--- config.mk ---
export PLATFORM = sky130hd
export DESIGN_NAME = scope_trigger_capture_controller_core
export DESIGN_NICKNAME = d
export VERILOG_FILES = /design/src/rtl/stcc_pkg.sv /design/src/rtl/stcc_divider.sv /design/src/rtl/stcc_ctrl.sv /design/src/rtl/stcc_datapath.sv /design/src/rtl/scope_trigger_capture_controller_core.sv
export SDC_FILE = /design/constraint.sdc
export NUM_CORES = 2
export LEC_CHECK = 0
export BUFFER_PORTS_ARGS = -buffer_cell sky130_fd_sc_hd__buf_4
export CORE_ASPECT_RATIO = 0.75
export CORE_MARGIN = 2
export CORE_UTILIZATION = 55
export DETAILED_ROUTE_END_ITERATION = 8
export HOLD_SLACK_MARGIN = 0.02
export PLACE_DENSITY = 0.79
export SYNTH_ARGS = -nofsm -noshare
export SYNTH_HDL_FRONTEND = slang
export SYNTH_SLANG_ARGS = --single-unit
--- constraint.sdc ---
create_clock -name aclk -period 25.4 [get_ports aclk]
set_clock_uncertainty 0.2 [all_clocks]
set_input_delay 5.08 -clock aclk [delete_from_list [all_inputs] [get_ports aclk]]
set_output_delay 5.08 -clock aclk [all_outputs]
set_load 0.02 [all_outputs]
--- src/rtl/stcc_pkg.sv ---
// Shared types and constants for the scope trigger capture controller.
// No dependencies; used by every module of the block but the divider.
`timescale 1ns / 1ps
package stcc_pkg;

    localparam int MAX_BLOCK_SAMPLES   = 1024;
    localparam int MAX_RING_SLOTS_LOG2 = 10;
    localparam int PCT_FULL            = 100;

    // x / 100 == ((x >> 2) * PCT_RECIP) >> PCT_RECIP_SHIFT for x below 2^27
    localparam logic [25:0] PCT_RECIP       = 26'd42949673;
    localparam int          PCT_RECIP_SHIFT = 30;

    localparam int S_TDATA_W = 80;
    localparam int M_TDATA_W = 72;
    localparam int CFG_IDX_W = 3;

    // requested mode codes (capture_mode register)
    localparam logic [1:0] REQ_OFF     = 2'd0;
    localparam logic [1:0] REQ_STREAM  = 2'd1;
    localparam logic [1:0] REQ_RISING  = 2'd2;
    localparam logic [1:0] REQ_FALLING = 2'd3;

    // running mode codes
    localparam logic [2:0] MODE_OFF    = 3'd0;
    localparam logic [2:0] MODE_STREAM = 3'd1;
    localparam logic [2:0] MODE_ARMED  = 3'd2;
    localparam logic [2:0] MODE_POST   = 3'd3;
    localparam logic [2:0] MODE_FROZEN = 3'd4;

    // register indexes
    localparam logic [CFG_IDX_W-1:0] CFG_MODE    = 3'd0;
    localparam logic [CFG_IDX_W-1:0] CFG_DIVIDER = 3'd1;
    localparam logic [CFG_IDX_W-1:0] CFG_BLKLEN  = 3'd2;
    localparam logic [CFG_IDX_W-1:0] CFG_SLOTS   = 3'd3;
    localparam logic [CFG_IDX_W-1:0] CFG_RECLEN  = 3'd4;
    localparam logic [CFG_IDX_W-1:0] CFG_PCT     = 3'd5;
    localparam logic [CFG_IDX_W-1:0] CFG_TRIG_LO = 3'd6;
    localparam logic [CFG_IDX_W-1:0] CFG_TRIG_HI = 3'd7;

    typedef struct packed {
        logic accept;     // latch the input item
        logic start_a;    // register record length times percentage
        logic start_b;    // scale to pre-trigger share, start block-count division
        logic load_prod;  // register held blocks times block length
        logic exec;       // commit the item and load the result register
    } ctrl_cmd_t;

    typedef struct packed {
        logic div_busy;
        logic out_free;
    } ctrl_stat_t;

endpackage

--- src/rtl/stcc_divider.sv ---
// Iterative restoring divider, one quotient bit per cycle.
// Standalone; used by the datapath for the apply arithmetic.
`timescale 1ns / 1ps
module stcc_divider #(
    parameter int DW = 27,
    parameter int VW = 11
) (
    input  logic          aclk,
    input  logic          aresetn,
    input  logic          start,
    input  logic [DW-1:0] dividend,
    input  logic [VW-1:0] divisor,
    output logic          busy,
    output logic [DW-1:0] quotient
);
    localparam int CW = $clog2(DW + 1);

    logic [VW-1:0] rem_reg;
    logic [DW-1:0] quo_reg;
    logic [VW-1:0] dsr_reg;
    logic [CW-1:0] cnt_reg;
    logic          busy_reg;
    logic [VW:0]   trial;
    logic          ge;
    logic [VW:0]   diff;

    assign trial = {rem_reg, quo_reg[DW-1]};
    assign ge    = trial >= {1'b0, dsr_reg};
    assign diff  = ge ? (trial - {1'b0, dsr_reg}) : trial;

    always_ff @(posedge aclk) begin
        if (!aresetn) begin
            busy_reg <= 1'b0;
            cnt_reg  <= '0;
        end else if (start) begin
            busy_reg <= 1'b1;
            cnt_reg  <= CW'(DW);
            rem_reg  <= '0;
            quo_reg  <= dividend;
            dsr_reg  <= divisor;
        end else if (busy_reg) begin
            rem_reg <= diff[VW-1:0];
            quo_reg <= {quo_reg[DW-2:0], ge};
            cnt_reg <= cnt_reg - CW'(1);
            if (cnt_reg == CW'(1)) begin
                busy_reg <= 1'b0;
            end
        end
    end

    assign busy     = busy_reg;
    assign quotient = quo_reg;
endmodule

--- src/rtl/stcc_ctrl.sv ---
// Sequencing state machine: accepts items and steps the datapath.
// Depends on stcc_pkg.
`timescale 1ns / 1ps
module stcc_ctrl (
    input  logic               aclk,
    input  logic               aresetn,
    input  logic               s_tvalid,
    output logic               s_tready,
    input  logic               s_tuser,
    input  stcc_pkg::ctrl_stat_t stat,
    output stcc_pkg::ctrl_cmd_t  cmd
);
    typedef enum logic [2:0] {
        ST_IDLE, ST_AGO, ST_AWAIT, ST_BGO, ST_BWAIT, ST_PROD, ST_EXEC
    } state_t;

    state_t state_reg;

    always_ff @(posedge aclk) begin
        if (!aresetn) begin
            state_reg <= ST_IDLE;
        end else begin
            unique case (state_reg)
                ST_IDLE: begin
                    if (s_tvalid) begin
                        state_reg <= s_tuser ? ST_AGO : ST_PROD;
                    end
                end
                ST_AGO:   state_reg <= ST_AWAIT;
                ST_AWAIT: begin
                    if (!stat.div_busy) begin
                        state_reg <= ST_BGO;
                    end
                end
                ST_BGO:   state_reg <= ST_BWAIT;
                ST_BWAIT: begin
                    if (!stat.div_busy) begin
                        state_reg <= ST_EXEC;
                    end
                end
                ST_PROD:  state_reg <= ST_EXEC;
                ST_EXEC: begin
                    if (stat.out_free) begin
                        state_reg <= ST_IDLE;
                    end
                end
                default:  state_reg <= ST_IDLE;
            endcase
        end
    end

    assign s_tready      = (state_reg == ST_IDLE);
    assign cmd.accept    = s_tready && s_tvalid;
    assign cmd.start_a   = (state_reg == ST_AGO);
    assign cmd.start_b   = (state_reg == ST_BGO);
    assign cmd.load_prod = (state_reg == ST_PROD);
    assign cmd.exec      = (state_reg == ST_EXEC) && stat.out_free;
endmodule

--- src/rtl/stcc_datapath.sv ---
// Registers, apply arithmetic, tick/trigger/block logic and result register.
// Depends on stcc_pkg and stcc_divider.
`timescale 1ns / 1ps
module stcc_datapath (
    input  logic                                   aclk,
    input  logic                                   aresetn,
    input  stcc_pkg::ctrl_cmd_t                    cmd,
    output stcc_pkg::ctrl_stat_t                   stat,
    input  logic [stcc_pkg::S_TDATA_W-1:0]         s_tdata,
    input  logic                                   s_tuser,
    input  logic                                   cfg_valid,
    input  logic [stcc_pkg::CFG_IDX_W-1:0]         cfg_index,
    input  logic [31:0]                            cfg_data,
    output logic                                   m_tvalid,
    input  logic                                   m_tready,
    output logic [stcc_pkg::M_TDATA_W-1:0]         m_tdata
);
    // configuration
    logic [1:0]         cfg_mode_reg;
    logic [15:0]        cfg_div_reg;
    logic [10:0]        cfg_spb_reg;
    logic [3:0]         cfg_log2_reg;
    logic [19:0]        cfg_rec_reg;
    logic [6:0]         cfg_pct_reg;
    logic signed [31:0] cfg_low_reg;
    logic signed [31:0] cfg_high_reg;
    // latched at apply
    logic [15:0]        act_div_reg;
    logic [10:0]        act_len_reg;
    logic [3:0]         act_log2_reg;
    logic               act_falling_reg;
    logic signed [31:0] act_low_reg;
    logic signed [31:0] act_high_reg;
    logic [19:0]        act_total_reg;
    // run state
    logic [2:0]  mode_reg;
    logic [15:0] divcnt_reg;
    logic [10:0] sib_reg;
    logic [15:0] blkcnt_reg;
    logic [15:0] wptr_reg;
    logic [10:0] held_reg;
    logic        dropping_reg;
    logic        armed_reg;
    logic [19:0] post_left_reg;
    logic [19:0] post_total_reg;
    logic [19:0] pre_needed_reg;
    logic [10:0] target_reg;
    logic [15:0] ovr_total_reg;
    logic [10:0] frozen_reg;
    // item and intermediates
    logic               item_action_reg;
    logic signed [31:0] item_sample_reg;
    logic [15:0]        item_cons_reg;
    logic [21:0]        prod_reg;
    logic [26:0]        pct_prod_reg;
    logic [50:0]        pct_scaled;
    logic [19:0]        qa_reg;
    logic                            m_tvalid_reg;
    logic [stcc_pkg::M_TDATA_W-1:0]  m_tdata_reg;

    // divider
    logic        div_start;
    logic [26:0] div_dividend;
    logic [10:0] div_divisor;
    logic        div_busy;
    logic [26:0] div_quo;

    // pre-trigger share: divide by 4 with a shift, by 25 with a reciprocal
    assign pct_scaled   = 51'(pct_prod_reg[26:2]) * 51'(stcc_pkg::PCT_RECIP);

    assign div_start    = cmd.start_b;
    assign div_dividend = 27'(21'(cfg_rec_reg) + 21'(cfg_spb_reg) - 21'd1);
    assign div_divisor  = cfg_spb_reg;

    stcc_divider #(.DW(27), .VW(11)) u_div (
        .aclk     (aclk),
        .aresetn  (aresetn),
        .start    (div_start),
        .dividend (div_dividend),
        .divisor  (div_divisor),
        .busy     (div_busy),
        .quotient (div_quo)
    );

    // next-state values
    logic [2:0]  v_mode;
    logic [15:0] v_divcnt;
    logic [10:0] v_sib;
    logic [15:0] v_blkcnt;
    logic [15:0] v_wptr;
    logic [10:0] v_held;
    logic        v_dropping;
    logic        v_armed;
    logic [19:0] v_post_left;
    logic [19:0] v_post_total;
    logic [19:0] v_pre;
    logic [10:0] v_target;
    logic [15:0] v_ovr_total;
    logic [10:0] v_frozen;
    logic [15:0] v_act_div;
    logic [10:0] v_act_len;
    logic [3:0]  v_act_log2;
    logic        v_act_falling;
    logic signed [31:0] v_act_low;
    logic signed [31:0] v_act_high;
    logic [19:0] v_act_total;
    // result fields
    logic        o_written;
    logic [9:0]  o_slot;
    logic        o_started;
    logic [15:0] o_seq;
    logic        o_pub;
    logic [10:0] o_pubcnt;
    logic        o_ovr;
    logic        o_hit;

    always_comb begin
        logic [10:0] cap_act;
        logic [10:0] cap_cfg;
        logic [22:0] stored;
        logic        do_freeze;
        logic        ok;
        logic [19:0] post;
        logic [10:0] f;

        v_mode = mode_reg;           v_divcnt = divcnt_reg;
        v_sib = sib_reg;             v_blkcnt = blkcnt_reg;
        v_wptr = wptr_reg;           v_held = held_reg;
        v_dropping = dropping_reg;   v_armed = armed_reg;
        v_post_left = post_left_reg; v_post_total = post_total_reg;
        v_pre = pre_needed_reg;      v_target = target_reg;
        v_ovr_total = ovr_total_reg; v_frozen = frozen_reg;
        v_act_div = act_div_reg;     v_act_len = act_len_reg;
        v_act_log2 = act_log2_reg;   v_act_falling = act_falling_reg;
        v_act_low = act_low_reg;     v_act_high = act_high_reg;
        v_act_total = act_total_reg;
        o_written = 1'b0; o_slot = '0; o_started = 1'b0; o_seq = '0;
        o_pub = 1'b0; o_pubcnt = '0; o_ovr = 1'b0; o_hit = 1'b0;
        cap_act = 11'd1 << act_log2_reg;
        cap_cfg = 11'd1 << cfg_log2_reg;
        stored = '0;
        do_freeze = 1'b0;
        ok = 1'b1;
        post = '0;
        f = '0;

        if (item_action_reg) begin
            if (cfg_mode_reg == stcc_pkg::REQ_OFF) begin
                v_sib = '0; v_dropping = 1'b0; v_armed = 1'b0; v_post_left = '0;
                v_post_total = '0; v_pre = '0; v_target = '0; v_act_total = '0;
                v_mode = stcc_pkg::MODE_OFF;
            end else begin
                if (mode_reg == stcc_pkg::MODE_POST) ok = 1'b0;
                if (cfg_spb_reg == 11'd0
                    || cfg_spb_reg > 11'(stcc_pkg::MAX_BLOCK_SAMPLES)) ok = 1'b0;
                if (cfg_log2_reg > 4'(stcc_pkg::MAX_RING_SLOTS_LOG2)) ok = 1'b0;
                post = cfg_rec_reg - qa_reg;
                if (post == 20'd0) post = 20'd1;
                if (cfg_mode_reg[1]) begin
                    if (cfg_pct_reg > 7'(stcc_pkg::PCT_FULL) || cfg_rec_reg == 20'd0)
                        ok = 1'b0;
                    if (cfg_high_reg < cfg_low_reg) ok = 1'b0;
                    if (div_quo >= 27'(cap_cfg)) ok = 1'b0;   // target above ring
                end
                if (ok) begin
                    v_act_div  = (cfg_div_reg == 16'd0) ? act_div_reg : cfg_div_reg;
                    v_act_len  = cfg_spb_reg;
                    v_act_log2 = cfg_log2_reg;
                    v_sib = '0; v_dropping = 1'b0; v_armed = 1'b0; v_post_left = '0;
                    v_post_total = '0; v_pre = '0; v_target = '0; v_act_total = '0;
                    v_divcnt = 16'd1;
                    v_held = '0;
                    v_frozen = '0;
                    if (cfg_mode_reg == stcc_pkg::REQ_STREAM) begin
                        v_wptr = item_cons_reg;
                        v_mode = stcc_pkg::MODE_STREAM;
                    end else begin
                        v_wptr = '0;
                        v_act_falling = (cfg_mode_reg == stcc_pkg::REQ_FALLING);
                        v_act_low    = cfg_low_reg;
                        v_act_high   = cfg_high_reg;
                        v_act_total  = cfg_rec_reg;
                        v_post_total = post;
                        v_pre        = cfg_rec_reg - post;
                        v_target     = div_quo[10:0] + 11'd1;
                        v_mode       = stcc_pkg::MODE_ARMED;
                    end
                end
            end
        end else if (mode_reg >= stcc_pkg::MODE_STREAM && mode_reg <= stcc_pkg::MODE_POST) begin
            if (divcnt_reg > 16'd1) begin
                v_divcnt = divcnt_reg - 16'd1;
            end else begin
                v_divcnt = act_div_reg;
                if (sib_reg == 11'd0) begin
                    v_dropping = (mode_reg == stcc_pkg::MODE_STREAM)
                                 && ((wptr_reg - item_cons_reg) >= 16'(cap_act));
                    if (!v_dropping) begin
                        o_started = 1'b1;
                        o_seq     = blkcnt_reg;
                    end
                end
                o_written = !v_dropping;
                o_slot    = sib_reg[9:0];
                v_sib     = sib_reg + 11'd1;
                if (mode_reg == stcc_pkg::MODE_ARMED && act_total_reg != 20'd0) begin
                    stored = 23'(prod_reg) + 23'(v_sib);
                    if (stored > 23'(act_total_reg)) stored = 23'(act_total_reg);
                    if (stored != 23'd0 && (stored - 23'd1) >= 23'(pre_needed_reg)) begin
                        if (!armed_reg) begin
                            if (act_falling_reg ? (item_sample_reg >= act_high_reg)
                                                : (item_sample_reg <= act_low_reg))
                                v_armed = 1'b1;
                        end else if (act_falling_reg ? (item_sample_reg <= act_low_reg)
                                                     : (item_sample_reg >= act_high_reg)) begin
                            o_hit   = 1'b1;
                            v_armed = 1'b0;
                        end
                    end
                end
                if (v_sib >= act_len_reg) begin
                    if (v_dropping) begin
                        v_sib       = '0;
                        v_blkcnt    = v_blkcnt + 16'd1;
                        v_ovr_total = v_ovr_total + 16'd1;
                        o_ovr       = 1'b1;
                    end else begin
                        v_wptr   = v_wptr + 16'd1;
                        v_blkcnt = v_blkcnt + 16'd1;
                        if (v_held < cap_act) v_held = v_held + 11'd1;
                        v_sib    = '0;
                        o_pub    = 1'b1;
                        o_pubcnt = act_len_reg;
                    end
                end
                if (o_hit) begin
                    v_post_left = post_total_reg - 20'd1;
                    v_mode      = stcc_pkg::MODE_POST;
                    do_freeze   = (v_post_left == 20'd0);
                end else if (mode_reg == stcc_pkg::MODE_POST) begin
                    if (v_post_left != 20'd0) v_post_left = v_post_left - 20'd1;
                    do_freeze = (v_post_left == 20'd0);
                end
                if (do_freeze) begin
                    if (v_sib != 11'd0) begin
                        // partial block goes out before freezing
                        v_wptr   = v_wptr + 16'd1;
                        v_blkcnt = v_blkcnt + 16'd1;
                        if (v_held < cap_act) v_held = v_held + 11'd1;
                        o_pub    = 1'b1;
                        o_pubcnt = v_sib;
                        v_sib    = '0;
                    end
                    f = v_held;
                    if (target_reg != 11'd0 && f > target_reg) f = target_reg;
                    v_frozen = f;
                    v_mode   = stcc_pkg::MODE_FROZEN;
                end
            end
        end
    end

    always_ff @(posedge aclk) begin
        if (!aresetn) begin
            cfg_mode_reg <= stcc_pkg::REQ_OFF;
            cfg_div_reg  <= 16'd1;
            cfg_spb_reg  <= 11'd64;
            cfg_log2_reg <= 4'd4;
            cfg_rec_reg  <= 20'd1024;
            cfg_pct_reg  <= '0;
            cfg_low_reg  <= '0;
            cfg_high_reg <= '0;
        end else if (cfg_valid) begin
            case (cfg_index)
                stcc_pkg::CFG_MODE:    cfg_mode_reg <= cfg_data[1:0];
                stcc_pkg::CFG_DIVIDER: cfg_div_reg  <= cfg_data[15:0];
                stcc_pkg::CFG_BLKLEN:  cfg_spb_reg  <= cfg_data[10:0];
                stcc_pkg::CFG_SLOTS:   cfg_log2_reg <= cfg_data[3:0];
                stcc_pkg::CFG_RECLEN:  cfg_rec_reg  <= cfg_data[19:0];
                stcc_pkg::CFG_PCT:     cfg_pct_reg  <= cfg_data[6:0];
                stcc_pkg::CFG_TRIG_LO: cfg_low_reg  <= cfg_data;
                stcc_pkg::CFG_TRIG_HI: cfg_high_reg <= cfg_data;
                default: ;
            endcase
        end
    end

    always_ff @(posedge aclk) begin
        if (cmd.accept) begin
            item_action_reg <= s_tuser;
            item_sample_reg <= s_tdata[63:32];
            item_cons_reg   <= s_tdata[79:64];
        end
        if (cmd.load_prod) prod_reg <= 22'(held_reg) * 22'(act_len_reg);
        if (cmd.start_a)   pct_prod_reg <= 27'(cfg_rec_reg) * 27'(cfg_pct_reg);
        if (cmd.start_b)   qa_reg   <= pct_scaled[49:30];
        if (cmd.exec) begin
            m_tdata_reg <= {v_frozen, v_mode, o_hit, o_ovr, o_pubcnt, o_pub,
                            (o_started ? o_seq : v_blkcnt), o_started, o_slot,
                            v_wptr, o_written};
        end
    end

    always_ff @(posedge aclk) begin
        if (!aresetn) begin
            mode_reg <= stcc_pkg::MODE_OFF; divcnt_reg <= '0; sib_reg <= '0;
            blkcnt_reg <= '0; wptr_reg <= '0; held_reg <= '0; dropping_reg <= 1'b0;
            armed_reg <= 1'b0; post_left_reg <= '0; post_total_reg <= '0;
            pre_needed_reg <= '0; target_reg <= '0; ovr_total_reg <= '0;
            frozen_reg <= '0;
            act_div_reg <= 16'd1; act_len_reg <= 11'd64; act_log2_reg <= 4'd4;
            act_falling_reg <= 1'b0; act_low_reg <= '0; act_high_reg <= '0;
            act_total_reg <= '0;
            m_tvalid_reg <= 1'b0;
        end else begin
            if (cmd.exec) begin
                mode_reg <= v_mode; divcnt_reg <= v_divcnt; sib_reg <= v_sib;
                blkcnt_reg <= v_blkcnt; wptr_reg <= v_wptr; held_reg <= v_held;
                dropping_reg <= v_dropping; armed_reg <= v_armed;
                post_left_reg <= v_post_left; post_total_reg <= v_post_total;
                pre_needed_reg <= v_pre; target_reg <= v_target;
                ovr_total_reg <= v_ovr_total; frozen_reg <= v_frozen;
                act_div_reg <= v_act_div; act_len_reg <= v_act_len;
                act_log2_reg <= v_act_log2; act_falling_reg <= v_act_falling;
                act_low_reg <= v_act_low; act_high_reg <= v_act_high;
                act_total_reg <= v_act_total;
                m_tvalid_reg <= 1'b1;
            end else if (m_tready) begin
                m_tvalid_reg <= 1'b0;
            end
        end
    end

    assign stat.div_busy = div_busy;
    assign stat.out_free = !m_tvalid_reg || m_tready;
    assign m_tvalid      = m_tvalid_reg;
    assign m_tdata       = m_tdata_reg;
endmodule

--- src/rtl/scope_trigger_capture_controller_core.sv ---
// Top level of the scope trigger capture controller.
// Depends on stcc_pkg, stcc_ctrl, stcc_datapath (and stcc_divider below it).
// ---------------------------------------------------------------------------
// Usage
//  s_ channel: one transfer per item. s_tuser is the action (0 sample tick,
//    1 apply configuration and start the selected mode).
//  m_ channel: exactly one result transfer for every input transfer, in order.
//  cfg channel: register writes by index, always ready; write only while the
//    block is idle (no result outstanding).
// Sequencing
//  A tick is latched, its held-blocks times block-length product is
//  registered and it is executed; the next item is taken only after the
//  execute step.
//  An apply forms the pre-trigger share with a registered product and a
//  reciprocal multiply, then runs one 27-step division for the blocks
//  needed; no new item is taken until its result is loaded.
// Reset
//  aresetn is synchronous, active low. Registers return to their defaults,
//  mode is off, counters and indexes are zero, no result is pending.
// Back-pressure
//  The result register holds a transfer while m_tready is low; the next item
//  is still accepted and worked on, and its execute step waits for the slot.
// ---------------------------------------------------------------------------
`timescale 1ns / 1ps
module scope_trigger_capture_controller_core (
    input  logic        aclk,
    input  logic        aresetn,
    input  logic        s_tvalid,
    output logic        s_tready,
    // [31:0] sample_time, [63:32] trigger_sample, [79:64] consumer_read_index
    input  logic [79:0] s_tdata,
    // [0] action
    input  logic        s_tuser,
    output logic        m_tvalid,
    input  logic        m_tready,
    // [0] sample_written, [16:1] write_index, [26:17] sample_slot,
    // [27] block_started, [43:28] block_number, [44] block_published,
    // [55:45] published_samples, [56] overrun, [57] trigger_hit,
    // [60:58] scope_mode, [71:61] frozen_blocks
    output logic [71:0] m_tdata,
    input  logic        cfg_valid,
    output logic        cfg_ready,
    input  logic [2:0]  cfg_index,
    input  logic [31:0] cfg_data
);
    stcc_pkg::ctrl_cmd_t  cmd;
    stcc_pkg::ctrl_stat_t stat;

    // registers are plain flops, a write always completes
    assign cfg_ready = 1'b1;

    stcc_ctrl u_ctrl (
        .aclk     (aclk),
        .aresetn  (aresetn),
        .s_tvalid (s_tvalid),
        .s_tready (s_tready),
        .s_tuser  (s_tuser),
        .stat     (stat),
        .cmd      (cmd)
    );

    stcc_datapath u_dp (
        .aclk      (aclk),
        .aresetn   (aresetn),
        .cmd       (cmd),
        .stat      (stat),
        .s_tdata   (s_tdata),
        .s_tuser   (s_tuser),
        .cfg_valid (cfg_valid && cfg_ready),
        .cfg_index (cfg_index),
        .cfg_data  (cfg_data),
        .m_tvalid  (m_tvalid),
        .m_tready  (m_tready),
        .m_tdata   (m_tdata)
    );

    // one item in flight: after a transfer in, the input side closes
    a_single_item: assert property (@(posedge aclk) disable iff (!aresetn)
        s_tvalid && s_tready |=> !s_tready)
        else $error("input accepted while an item is in flight");

    // the last sample of a dropped block is never stored
    a_overrun_no_write: assert property (@(posedge aclk) disable iff (!aresetn)
        m_tvalid && m_tdata[56] |-> !m_tdata[0])
        else $error("overrun reported on a stored sample");

    // a count only accompanies a published block
    a_pub_count: assert property (@(posedge aclk) disable iff (!aresetn)
        m_tvalid && !m_tdata[44] |-> m_tdata[55:45] == 11'd0)
        else $error("published count without a publish");

    // a trigger hit always leaves post-trigger or frozen mode
    a_hit_mode: assert property (@(posedge aclk) disable iff (!aresetn)
        m_tvalid && m_tdata[57] |-> (m_tdata[60:58] == stcc_pkg::MODE_POST
                                     || m_tdata[60:58] == stcc_pkg::MODE_FROZEN))
        else $error("trigger hit without leaving armed mode");
endmodule

==> impl_metrics.ini <==
[status]
status = finished clean

[worst_hold_path]
hold_path.class = register to register
min_from = u_dp.pre_needed_reg[10]

[floorplanning]
rows = 101
die_area_um2 = 105000
die_w_um = 374
core-area_um2 = 101000
io_pins = 196
chipHeight_um = 282
start_util_pct = 55.7

[layout]
fillCellCount = 8582
final_cell_mix = nand2_1, inv_1, ha_1
largest_register_ffs = 72
num-nets-final = 7677
drive_gt1_share_pct = 6.69
area_delta_synth_final_pct = 8.23
final_common_cell = nand2_1

[detailed_routing]
first_iter_violations = 5007
drt_wl_total_um = 160000
vias_per_cell = 5.97
drc = 0
first_pass_iters = 6
vias = 47100
drt-wirelength-per-cell_um = 20.3
antenna_left = 0

[synth]
synth_cells = 6474
avgSynthCellArea_um2 = 8.72
yosys_most_used_dff = dfxtp_1
synth_edf_count = 237
ys.warnings.count = 0
yosys.area.top_type = ha_1
ys_top_cells_by_area = ha_1, dfxtp_1, fa_1, edfxtp_1, nand2_1
ys_seq_area_share_pct = 27.0
synthesis.area_um2 = 56500
yosys.area.top_type_share_pct = 14.9
ys_types = 102
ys_ff_latch = 644
synthArstFlopShare_pct = 0
syn_nets = 7657

[clocking]
cts.path.max_buffers = 3
clk_pin_slew_ns = 0.07
clock_sinks = 644
cts_made_buffers = 68
cts_tree = done
cts_setup_buffers = 0
clk_latency_ns = 0.67
cts_htree_levels = 3
cts_root_buffer = clkbuf_16
ctsResizeCount = 0
ctsHoldBuffers = 0

[critical_path]
rr_startpoint = u_dp.sib_reg[0]
slowest_stage = a2111oi_1
cpPeakStageDelay_ns = 0.96
cp.required_ns = 25.62
arrival_ns = 11.74
cp-end-kind = register
criticalPathCategory = register to register
start_kind = register
cp_max_fo = 24
crit_start = u_dp.sib_reg[0]

[place]
gp_congestion = 0.972
hpwl_um = 122000
port-buffer-count = 162
post-place-ws_ns = 14.34

[global_route]
grt_max_degree = 106
grt_antenna_before_repair = 3
grt_pass1_wl_um = 252000
grt_overflow_total = 0
grt_pass1_vias = 45300
grt_usage_pct = 30.2

[timing]
maxSlewViolCount = 0
fin_tns_setup_ns = 0
period_share_pct = 45.3
rsz0062_at_grt = false
hold_viol_final = 0
setup_viol = 0
worstMarginPinSlew_ns = 1.27
fmax_mhz = 86.8
fin_crit_ns = 11.52
fin_ws_ns = 13.88
holdWs_ns = 0.252
maxSlewHeadroom_pct = 15.6

[flow_run]
drv_cap = 0
-- layout make-up --
class	instances	area (um^2)	area share [%]
tap	1339	1680	2.74
timing repair buffer	235	1760	2.89
clock buffer	91	1850	3.03
multi-input combinational	4702	37000	60.6
antenna	1	2.50	0.00409
sequential	644	15300	25.0
inverter	843	3170	5.19
clock inverter	35	360	0.589
-- worst paths after layout --
kind / to / slack, ns / cells past startpoint
max: u_dp.m_tdata[1] / 13.88 / 41
min: u_dp.pre_needed_reg[10] / 0.25 / 2
max reg2reg: u_dp.m_tdata[1] / 13.88 / 41
min reg2reg: u_dp.pre_needed_reg[10] / 0.25 / 2
-- worst max-delay path: cells and delay by family (launching register included) --
| kind | cells | cell delay [ns] |
|---|---|---|
| and+or+nand+nor | 12 | 2.41 |
| xor gates and xnor gates | 3 | 0.78 |
| DFF | 1 | 0.46 |
| adders and majority gates | 5 | 1.59 |
| AOI/OAI and AO/OA | 19 | 5.44 |
| buffers and inverters | 2 | 0.39 |
-- routing by layer --
metal	routed length, um	part of all wire [%]	GRT usage (%)
met1	70700	44	44.5
met2	67200	42	44.2
met3	18500	12	7.39
met4	3780	2.4	7.74
met5	23	0.014	0
-- cells in the mapped netlist (all sizes together), types with 29 or more instances --
cell type / n
nand3: 164
a31oi: 29
a21o: 102
dfxtp: 407
and3: 54
inv: 842
and2: 110
or3: 35
nor3: 120
nor4: 68
fa: 388
nand2b: 41
o21a: 31
nand2: 861
a21oi: 507
xor2: 94
xnor2: 200
clkbuf: 261
nand4: 71
ha: 674
o21ai: 200
nor2: 355
edfxtp: 237
nor2b: 64
or2: 29
mux2i: 67
-- metrics by stage --
| stage | instance area [um^2] | utilization (%) | cells |
|---|---|---|---|
| 5_1_grt | 61100 | 60.2 | 7889 |
| 4_1_cts | 61100 | 60.2 | 7889 |
| 3_3_place_gp | 58900 | 58.1 | 7763 |
| 3_5_place_dp | 58900 | 58.1 | 7763 |
| 2_1_floorplan | 56500 | - | 6474 |
| 6_report | 61100 | 60.2 | 7890 |
-- kinds of logic (layout without fill, tap and decap cells) --
| group | Yosys count | after routing | share of synthesized area, % |
|---|---|---|---|
| AOI/OAI and AO/OA | 1195 | 1195 | 13.3 |
| xor gates and xnor gates | 294 | 294 | 4.56 |
| adders and majority gates | 1062 | 1062 | 28.7 |
| buffers and inverters | 1128 | 1204 | 7.55 |
| DFF | 644 | 644 | 27.0 |
| muxes | 85 | 85 | 1.55 |
| other | 1 | 2 | 0.00664 |
| and+or+nand+nor | 2065 | 2065 | 17.3 |
Power is left out: the tool's default activity adds up to more than one toggle a clock period on the data nets, which glitch-free logic cannot reach.
